`src/rtl/lcdx_pkg.sv`:
```
// Shared types, constants and port-update functions for the LCD expander sequencer.
package lcdx_pkg;

  localparam int unsigned ByteW = 8;
  localparam int unsigned StepW = 3;

  localparam logic [ByteW-1:0] CfgAddrReset = 8'h4E;

  // Expander port bits
  localparam logic [ByteW-1:0] BitRs = 8'h01;
  localparam logic [ByteW-1:0] BitRw = 8'h02;
  localparam logic [ByteW-1:0] BitEn = 8'h04;
  localparam logic [ByteW-1:0] BitBl = 8'h08;
  localparam logic [ByteW-1:0] CtlMask = 8'h0F;
  localparam logic [ByteW-1:0] DdramCmd = 8'h80;

  typedef enum logic [2:0] {
    KIND_NIBBLE = 3'd0,
    KIND_CMD    = 3'd1,
    KIND_DATA   = 3'd2,
    KIND_SETPOS = 3'd3,
    KIND_BL_ON  = 3'd4,
    KIND_BL_OFF = 3'd5,
    KIND_RW_LOW = 3'd6,
    KIND_NONE   = 3'd7
  } lcdx_kind_e;

  // Steps of a full byte transfer; a nibble request runs the last three.
  localparam logic [StepW-1:0] StepRs     = 3'd0;
  localparam logic [StepW-1:0] StepHiEnOn = 3'd1;
  localparam logic [StepW-1:0] StepHiNib  = 3'd2;
  localparam logic [StepW-1:0] StepHiEnOf = 3'd3;
  localparam logic [StepW-1:0] StepLoEnOn = 3'd4;
  localparam logic [StepW-1:0] StepLoNib  = 3'd5;
  localparam logic [StepW-1:0] StepLoEnOf = 3'd6;

  typedef struct packed {
    logic             valid;
    lcdx_kind_e       kind;
    logic [StepW-1:0] step;
    logic [ByteW-1:0] data;
  } lcdx_step_t;

  function automatic logic [ByteW-1:0] line_offset(input logic [1:0] row);
    logic [ByteW-1:0] off;
    unique case (row)
      2'd0:    off = 8'h00;
      2'd1:    off = 8'h40;
      2'd2:    off = 8'h10;
      default: off = 8'h50;
    endcase
    return off;
  endfunction

  function automatic logic single_op(input lcdx_kind_e kind);
    return (kind == KIND_BL_ON) || (kind == KIND_BL_OFF) || (kind == KIND_RW_LOW);
  endfunction

  function automatic logic step_is_last(input lcdx_step_t s);
    return single_op(s.kind) || (s.step == StepLoEnOf);
  endfunction

  function automatic logic [ByteW-1:0] next_shadow(input logic [ByteW-1:0] sh,
                                                    input lcdx_step_t s);
    logic [ByteW-1:0] nx;
    nx = sh;
    unique case (s.kind)
      KIND_BL_ON:  nx = sh | BitBl;
      KIND_BL_OFF: nx = sh & ~BitBl;
      KIND_RW_LOW: nx = sh & ~BitRw;
      default: begin
        unique case (s.step)
          StepRs:     nx = (s.kind == KIND_DATA) ? (sh | BitRs) : (sh & ~BitRs);
          StepHiEnOn,
          StepLoEnOn: nx = sh | BitEn;
          StepHiNib:  nx = (sh & CtlMask) | {s.data[7:4], 4'h0};
          StepLoNib:  nx = (sh & CtlMask) | {s.data[3:0], 4'h0};
          StepHiEnOf,
          StepLoEnOf: nx = sh & ~BitEn;
          default:    nx = sh;
        endcase
      end
    endcase
    return nx;
  endfunction

endpackage

```
`src/rtl/lcdx_if.sv`:
```
// Request and result channel interfaces of the LCD expander sequencer.
interface lcdx_req_if;
  logic       valid;
  logic       ready;
  logic [2:0] kind;
  logic [7:0] value;
  logic [5:0] column;
  logic [1:0] row;

  modport source (output valid, kind, value, column, row, input ready);
  modport sink   (input valid, kind, value, column, row, output ready);
endinterface

interface lcdx_res_if;
  logic       valid;
  logic       ready;
  logic [7:0] port_byte;
  logic [7:0] bus_address;
  logic       last;

  modport source (output valid, port_byte, bus_address, last, input ready);
  modport sink   (input valid, port_byte, bus_address, last, output ready);
endinterface

```
`src/rtl/lcdx_req_reg.sv`:
```
// Input register: decodes a request and walks its byte steps.
module lcdx_req_reg (
  input  logic                clk_i,
  input  logic                rst_ni,
  lcdx_req_if.sink            req_i,
  input  logic                emit_i,
  output lcdx_pkg::lcdx_step_t step_o
);
  import lcdx_pkg::*;

  lcdx_step_t cur_q, cur_d;
  lcdx_kind_e in_kind;
  logic       accept;
  logic       finish;

  assign in_kind     = lcdx_kind_e'(req_i.kind);
  assign finish      = emit_i && step_is_last(cur_q);
  assign req_i.ready = !cur_q.valid || finish;
  assign accept      = req_i.valid && req_i.ready;
  assign step_o      = cur_q;

  always_comb begin
    cur_d = cur_q;
    if (accept) begin
      cur_d.valid = (in_kind != KIND_NONE);
      cur_d.kind  = in_kind;
      cur_d.step  = StepRs;
      cur_d.data  = req_i.value;
      unique case (in_kind)
        KIND_NIBBLE: begin
          cur_d.step = StepLoEnOn;
          cur_d.data = {4'h0, req_i.value[3:0]};
        end
        KIND_SETPOS: begin
          // send as an ordinary command byte
          cur_d.kind = KIND_CMD;
          cur_d.data = (line_offset(req_i.row) + {2'b00, req_i.column}) | DdramCmd;
        end
        default: ;
      endcase
    end else if (finish) begin
      cur_d.valid = 1'b0;
    end else if (emit_i) begin
      cur_d.step = cur_q.step + 1'b1;
    end
  end

  always_ff @(posedge clk_i or negedge rst_ni) begin
    if (!rst_ni) begin
      cur_q.valid <= 1'b0;
      cur_q.kind  <= KIND_NONE;
      cur_q.step  <= StepRs;
      cur_q.data  <= '0;
    end else begin
      cur_q.valid <= cur_d.valid;
      cur_q.kind  <= cur_d.kind;
      cur_q.step  <= cur_d.step;
      cur_q.data  <= cur_d.data;
    end
  end

endmodule

```
`src/rtl/lcdx_port_gen.sv`:
```
// Port shadow and result register: forms one expander byte per step.
module lcdx_port_gen (
  input  logic                 clk_i,
  input  logic                 rst_ni,
  input  lcdx_pkg::lcdx_step_t step_i,
  input  logic [7:0]           bus_addr_i,
  output logic                 emit_o,
  lcdx_res_if.source           res_o
);
  import lcdx_pkg::*;

  logic [ByteW-1:0] shadow_q, shadow_d;
  logic [ByteW-1:0] byte_q;
  logic [ByteW-1:0] addr_q;
  logic             last_q;
  logic             out_valid_q, out_valid_d;

  assign shadow_d = next_shadow(shadow_q, step_i);
  assign emit_o   = step_i.valid && (!out_valid_q || res_o.ready);

  always_comb begin
    out_valid_d = out_valid_q;
    if (emit_o) begin
      out_valid_d = 1'b1;
    end else if (res_o.ready) begin
      out_valid_d = 1'b0;
    end
  end

  always_ff @(posedge clk_i or negedge rst_ni) begin
    if (!rst_ni) begin
      shadow_q    <= '0;
      out_valid_q <= 1'b0;
    end else begin
      out_valid_q <= out_valid_d;
      if (emit_o) begin
        shadow_q <= shadow_d;
      end
    end
  end

  always_ff @(posedge clk_i) begin
    if (emit_o) begin
      byte_q <= shadow_d;
      addr_q <= bus_addr_i;
      last_q <= step_is_last(step_i);
    end
  end

  assign res_o.valid       = out_valid_q;
  assign res_o.port_byte   = byte_q;
  assign res_o.bus_address = addr_q;
  assign res_o.last        = last_q;

endmodule

```
`src/rtl/char_lcd_nibble_expander_sequencer.sv`:
```
// Top level of the character-LCD 4-bit sequencer over an 8-bit port expander.
//
//   channel   dir  handshake        payload
//   req_i     in   valid/ready      kind, value, column, row
//   res_o     out  valid/ready      port_byte, bus_address, last
//   cfg       in   cfg_we_i         cfg_wdata_i (expander bus address)
//
// A command, data or set-position request emits seven bytes, one per cycle unless the
// result stalls; a half nibble emits three, backlight and rw-low one. The request
// register frees up as its last byte enters the result register, so the next request
// loads in that same cycle. A request of the unused kind is taken and emits nothing.
// Reset clears the port shadow and loads the bus address 0x4E.
// A stalled result holds the result register and the step counter in place.
module char_lcd_nibble_expander_sequencer (
  input  logic       clk_i,
  input  logic       rst_ni,
  lcdx_req_if.sink   req_i,
  lcdx_res_if.source res_o,
  input  logic       cfg_we_i,
  input  logic [7:0] cfg_wdata_i
);
  import lcdx_pkg::*;

  logic [ByteW-1:0] bus_addr_q;
  lcdx_step_t       step;
  logic             emit;

  always_ff @(posedge clk_i or negedge rst_ni) begin
    if (!rst_ni) begin
      bus_addr_q <= CfgAddrReset;
    end else if (cfg_we_i) begin
      bus_addr_q <= cfg_wdata_i;
    end
  end

  lcdx_req_reg u_req_reg (
    .clk_i  (clk_i),
    .rst_ni (rst_ni),
    .req_i  (req_i),
    .emit_i (emit),
    .step_o (step)
  );

  lcdx_port_gen u_port_gen (
    .clk_i      (clk_i),
    .rst_ni     (rst_ni),
    .step_i     (step),
    .bus_addr_i (bus_addr_q),
    .emit_o     (emit),
    .res_o      (res_o)
  );

endmodule

```
`src/flat_wrapper.sv`:
```
// flat-port wrapper written by rule: the top's interface ports become plain ports
module char_lcd_nibble_expander_sequencer_flat import lcdx_pkg::*;
  (clk_i, rst_ni, cfg_we_i, cfg_wdata_i, req_i_valid, req_i_kind, req_i_value, req_i_column, req_i_row, req_i_ready, res_o_valid, res_o_port_byte, res_o_bus_address, res_o_last, res_o_ready);
  lcdx_req_if req_i_i ();
  lcdx_res_if res_o_i ();
  input  logic clk_i;
  input  logic rst_ni;
  input  logic cfg_we_i;
  input  logic [7:0] cfg_wdata_i;
  input wire logic [$bits(req_i_i.valid)-1:0] req_i_valid;
  input wire logic [$bits(req_i_i.kind)-1:0] req_i_kind;
  input wire logic [$bits(req_i_i.value)-1:0] req_i_value;
  input wire logic [$bits(req_i_i.column)-1:0] req_i_column;
  input wire logic [$bits(req_i_i.row)-1:0] req_i_row;
  output wire logic [$bits(req_i_i.ready)-1:0] req_i_ready;
  output wire logic [$bits(res_o_i.valid)-1:0] res_o_valid;
  output wire logic [$bits(res_o_i.port_byte)-1:0] res_o_port_byte;
  output wire logic [$bits(res_o_i.bus_address)-1:0] res_o_bus_address;
  output wire logic [$bits(res_o_i.last)-1:0] res_o_last;
  input wire logic [$bits(res_o_i.ready)-1:0] res_o_ready;
  assign req_i_i.valid = req_i_valid;
  assign req_i_i.kind = req_i_kind;
  assign req_i_i.value = req_i_value;
  assign req_i_i.column = req_i_column;
  assign req_i_i.row = req_i_row;
  assign req_i_ready = req_i_i.ready;
  assign res_o_valid = res_o_i.valid;
  assign res_o_port_byte = res_o_i.port_byte;
  assign res_o_bus_address = res_o_i.bus_address;
  assign res_o_last = res_o_i.last;
  assign res_o_i.ready = res_o_ready;
  char_lcd_nibble_expander_sequencer u_core (.clk_i(clk_i), .rst_ni(rst_ni), .req_i(req_i_i), .res_o(res_o_i), .cfg_we_i(cfg_we_i), .cfg_wdata_i(cfg_wdata_i));
endmodule
```
`config.mk`:
```
export PLATFORM = sky130hd
export DESIGN_NAME = char_lcd_nibble_expander_sequencer_flat
export DESIGN_NICKNAME = d
export VERILOG_FILES = /design/src/rtl/lcdx_pkg.sv /design/src/rtl/lcdx_if.sv /design/src/rtl/lcdx_req_reg.sv /design/src/rtl/lcdx_port_gen.sv /design/src/rtl/char_lcd_nibble_expander_sequencer.sv /design/src/flat_wrapper.sv
export SDC_FILE = /design/constraint.sdc
export NUM_CORES = 1
export LEC_CHECK = 0
export BUFFER_PORTS_ARGS = -buffer_cell sky130_fd_sc_hd__buf_2
export CAP_MARGIN = 40
export CORE_UTILIZATION = 40
export CTS_CLUSTER_SIZE = 12
export DETAILED_ROUTE_END_ITERATION = 16
export SLEW_MARGIN = 20
export SYNTH_ARGS = -nofsm -noshare
export SYNTH_HDL_FRONTEND = slang
export SYNTH_HIERARCHICAL = 1
export SYNTH_SLANG_ARGS = --single-unit
```
`constraint.sdc`:
```
create_clock -name clk_i -period 4.2 [get_ports clk_i]
set_clock_uncertainty 0.15 [all_clocks]
set_input_delay 1.26 -clock clk_i [delete_from_list [all_inputs] [get_ports clk_i]]
set_output_delay 1.26 -clock clk_i [all_outputs]
set_load 0.01 [all_outputs]
```
; ---- Yosys cells after proc, flatten, opt, wreduce, memory -nomap -nowiden
; Cells that the tools add are included.
[word_totals]
ff_bits = 49
inputBits = 32
output_inout_bits = 19
wordCells = 64
[classes]
addsub = 2
n_eq_ne = 15
n_mux = 16
bitwise = 2
n_reduce_logical = 19
[ops]
columns = operator, count
row1 = one-hot mux 8 bit (5 select lines), 1
row2 = one-hot mux 8 bit (3 select lines), 1
row3 = one-hot mux 7 bit (3 select lines), 1
row4 = == test 3 bit (second input constant), 6
row5 = OR 4 x 8 -> 8 bit, 2
row6 = one-hot mux 8 bit (2 select lines), 1
row7 = 2-to-1 mux 3 bit, 5
row8 = 2-to-1 mux 7 bit, 2
row9 = == test 3 x 2 -> 1 bit (second input constant), 4
row10 = adder 7 x 6 -> 7 bit, 1
row11 = zero test 3 bit, 2
row12 = nonzero test 2 bit, 3
row13 = logical OR 1 bit, 5
row14 = 2-to-1 mux 1 bit, 5
row15 = OR reduction 2 bit, 2
row16 = adder 3 x 1 -> 3 bit (second input constant), 1
row17 = == test 3 x 1 -> 1 bit (second input constant), 1
row18 = logical AND 1 bit, 3
row19 = inequality test 3 bit (second input constant), 1
row20 = == test 2 x 1 -> 1 bit (second input constant), 1
row21 = == test 2 bit (second input constant), 1
row22 = zero test 1 bit, 2
row23 = zero test 2 bit, 1
row24 = inequality test 2 bit (second input constant), 1
row25 = AND reduction 2 bit, 1

; ---- Depth between registers and ports, before layout
[depth]
ltp_word = 10
mapped_depth = 7
depth_no_buf = 6

; ---- By module
; Netlist, hierarchy kept.
[by_module_without_submodules]
columns = module, n_inst, cells_per_inst, area_per_inst_um2, seq_area_each_um2
row1 = lcdx_port_gen, 1, 72, 1117.3, 735.7
row2 = lcdx_req_reg, 1, 66, 839.6, 379.1
row3 = char_lcd_nibble_expander_sequencer, 1, 17, 336.6, 205.2

; ---- Worst setup path after synthesis
; OpenSTA, ideal clock, no wires.
[synth_path]
path_type = input -> output
start = in res_o_ready
end = out req_i_ready
arrival_time_ps = 2625
required_time_ps = 2790
path_slack_ps = 165
path_stages = 4
n_path_buf = 0
path_cell_list = nor2b_1 -> nor2_1 -> o21ai_2 -> nand2_1
[synth_via]
elab_chain_cells = 4
[synth_lines]
columns = element, line_no
row1 = from (decl), flat_wrapper.sv:20  ; input wire logic [$bits(res_o_i.ready)-1:0] res_o_ready;
row2 = logical OR 1 bit, lcdx_port_gen.sv:19  ; assign emit_o = step_i.valid && (!out_valid_q || res_o.ready);
row3 = logical AND 1 bit, lcdx_port_gen.sv:19
row4 = via u_core.emit, char_lcd_nibble_expander_sequencer.sv:26  ; logic emit;
row5 = logical AND 1 bit, lcdx_req_reg.sv:17  ; assign finish = emit_i && step_is_last(cur_q);
row6 = logical OR 1 bit, lcdx_req_reg.sv:18  ; assign req_i.ready = !cur_q.valid || finish;
row7 = to (decl), flat_wrapper.sv:15  ; output wire logic [$bits(req_i_i.ready)-1:0] req_i_ready;
; The timed path passes the listed nets, and every way through them passes these cells.

; ---- Worst setup path in the final report
; Ends and elaborated chain as after synthesis.

==> flow_summary.ini <==
[clocking]
h-tree-depth = 2
cts.clk_slew.worst_paths_ns = 0.08
cts_buffers = 5
clock_path_buffers = 2
clock-root-buffer = clkbuf_8
clkSinkCount = 49
cts_hold_buf = 0
insertion_delay_ns = 0.29
post_cts_buffers = 0
cts-resized-gates = 0
cts_tree = done

[floorplanning]
die_area_mm2 = 0.006040
die_w_um = 77.72
initial_core_util_pct = 41.65
ios = 51
die_h_um = 77.72
core_mm2 = 0.005507
fp-row-count = 27

[worst_setup_path]
cp_max_fo = 3
cpMostUsedCell = buf_2
crit_chain = buf_2 -> nor2b_1 -> nor2_2 -> o21ai_2 -> nand2_1 -> buf_2
worstSetupStartpointType = input port
critPathBufInv = 2
critPathArrivalTime_ns = 2.11
critPathSlowestCell = nor2b_1
crit_type = input port to primary output
max_stage_delay_ns = 0.30
cp_top_family = simple AND/OR/NAND/NOR gates
critical_path_required_ns = 2.79
cp-end-kind = primary output

[placed_design]
dp_slack_ns = 0.6757
portBuffers = 50
dp_hpwl_um = 2999
place_congestion = 0.7521
dpl_cell_area_mm2 = 0.002606

[power]
p_clk_share_pct = 21.0
power.density_mw_per_mm2 = 667.8
leakagePower_uw = 0.001221
pwr-share-comb_pct = 33.6
total_power_uw = 1830
seqPwrFrac_pct = 45.4
ir_worst_vdd_uv = 335.4
p_sw_uw = 564.8
internal_power_uw = 1265
switching_share_pct = 30.87

[logic_synthesis]
synth.most_common_cell = dfrtp_1
synth-seq-cells = 49
synthFlopType = dfrtp_1
yosysTopAreaCell = dfrtp_1
yosysSeqAreaShare_pct = 57.56
yosys-top-cells-area = dfrtp_1 27%, edfxtp_1 22%, mux2_2 12%, dfstp_2 8.0%, mux2_4 5.9%
syn_avg_cell_area_um2 = 14.80
syn-num-nets = 191
post-synth-top-area-fraction_pct = 27.28
yosys-top-cells-count = 25 x dfrtp_1, 24 x mux2_2, 17 x edfxtp_1
synth_edf_count = 17
synthArstFlopShare_pct = 65.31
yosysWarningCount = 6
synthCells = 155
synth_cell_types = 41
mappedNetlistArea_mm2 = 0.002293

[layout]
final_area_mm2 = 0.002740
layout-area-overhead-vs-synth_pct = 19.48
fill_cells = 476
num_antenna_cells = 0
drive_gt1_share_pct = 52.38
final_nets = 245

[route]
via_count = 1373
ant_nets = 0
routed_via_density = 4.869
wl_per_cell_um = 14.67
dr.first_iter.drc_count = 87
dr.pass1.iters = 5
routed_wl_um = 4136
drc = 0

[global_route]
grt_max_degree = 33
antenna_found_initial = 0
grt_overflow = 0
grt_pass1_vias = 1429
grt_use_total_pct = 14.90
grt_first_pass_wirelength_um = 6851

[timing]
final-hold-violation-count = 0
tightestPinTransition_ns = 0.7282
finalSetupTns_ns = 0
relSlewSlack_pct = 51.46
finalSetupViolCount = 0
fin_hold_ws_ns = 0.3196
rsz0062_at_grt = false
fin_crit_sh_pct = 83.85
layout_setup_ws_ns = 0.6784
fmax_mhz = 284.0
maxSlewViolCount = 0
fin_crit_ns = 3.522

[run]
maxCapViolations = 0

[hold_path]
hold_class = flop to flop

[outcome]
status = completed
-- layout by cell type, fill, tap and decap left out, drive strengths merged --
master	n
buf	51
mux2	37
dfrtp	25
edfxtp	17
nand2	8
dfstp	7
inv	6
clkbuf	5
mux2i	4
ha	4
o21ai	4
nor2b	4
xnor2	3
a21oi	3
a21boi	3
a22o	3
bufinv	2
nand2b	2
nand3	2
nor3	2
or3b	2
and3b	2
nor2	2
clkinv	1
o31ai	1
nand3b	1
a21bo	1
nand4	1
a2111oi	1
nor4	1
a31oi	1
and2	1
or2	1
or3	1
xor2	1
-- layer usage --
layer	routed length, um	track usage (%)	part of all wire [%]	up-vias
met4	40	3.962	0.97	0
met5	0	0	0	-
met1	1718	17.24	42	676
met2	2242	26.99	54	24
met3	135	4.000	3.3	6
li1	-	-	-	667
-- power by group through the flow --
| stage | clock (uW) | sequential [uW] | combinational (uW) |
|---|---|---|---|
| after global placement | 0 | 833 | 593 |
| after floorplan | 0 | 851 | 416 |
| after CTS | 395 | 834 | 623 |
| final | 384 | 831 | 615 |
| after global routing | 419 | 860 | 673 |
| after detailed placement | 0 | 844 | 616 |
-- logic make-up (layout without fill, tap and decap cells) --
family | count (synthesis) | count (layout) | synth area share, %
fa+ha+maj | 4 | 4 | 2.182
simple gates | 30 | 30 | 8.075
buf+inv | 10 | 65 | 2.618
compound gates | 17 | 17 | 6.656
flops | 49 | 49 | 57.56
mux | 41 | 41 | 21.39
xor+xnor | 4 | 4 | 1.528
-- cell type report --
| class | count | area [um^2] | share of cell area [%] |
|---|---|---|---|
| Sequential cell | 49 | 1320 | 48.17 |
| Timing Repair Buffer | 51 | 257.7 | 9.406 |
| Tap cell | 72 | 90.09 | 3.288 |
| Clock inverter | 3 | 65.06 | 2.374 |
| Inverter | 6 | 22.52 | 0.8219 |
| Clock buffer | 5 | 68.82 | 2.511 |
| Multi-Input combinational cell | 96 | 915.9 | 33.42 |
-- registers in the layout (all words and copies together), names as in the netlist --
signal	flops
u_core/u_port_gen/res_o.valid	1
u_core/bus_addr_q	8
u_core/u_port_gen/shadow_q	8
u_core/u_port_gen/res_o.port_byte	8
u_core/u_port_gen/res_o.bus_address	8
u_core/u_req_reg/step_o	15
u_core/u_port_gen/res_o.last	1
-- through the flow --
stage               std cells  util, %
finish                    282    49.76
global route              282    49.76
CTS                       282    49.76
detailed placement        274    47.33
global placement          274    47.33
floorplan                 155        -
-- worst paths after layout --
check,start,end,slack [ns],cells after the start
max,res_o_ready,req_i_ready,0.68,6
min,u_core/bus_addr_q[0]$_DFFE_PN0P_,u_core/u_port_gen/res_o.bus_address[0]$_DFFE_PP_,0.32,0
max reg2reg,u_core/u_req_reg/step_o[9]$_DFFE_PN0P_,u_core/u_port_gen/res_o.port_byte[5]$_DFFE_PP_,1.99,3
min reg2reg,u_core/bus_addr_q[0]$_DFFE_PN0P_,u_core/u_port_gen/res_o.bus_address[0]$_DFFE_PP_,0.32,0
max in group asynchronous,rst_ni,u_core/u_port_gen/shadow_q[0]$_DFFE_PN0P_,2.56,1
min in group asynchronous,rst_ni,u_core/u_req_reg/step_o[14]$_DFFE_PN0P_,0.86,1
-- worst register-to-register path, cell delays in order (launching register included) --
cell and delay [ns]:
dfrtp_1 0.53, or3b_4 0.45, a21oi_1 0.44, mux2_2 0.40
Power figures use the tool's default switching activity.
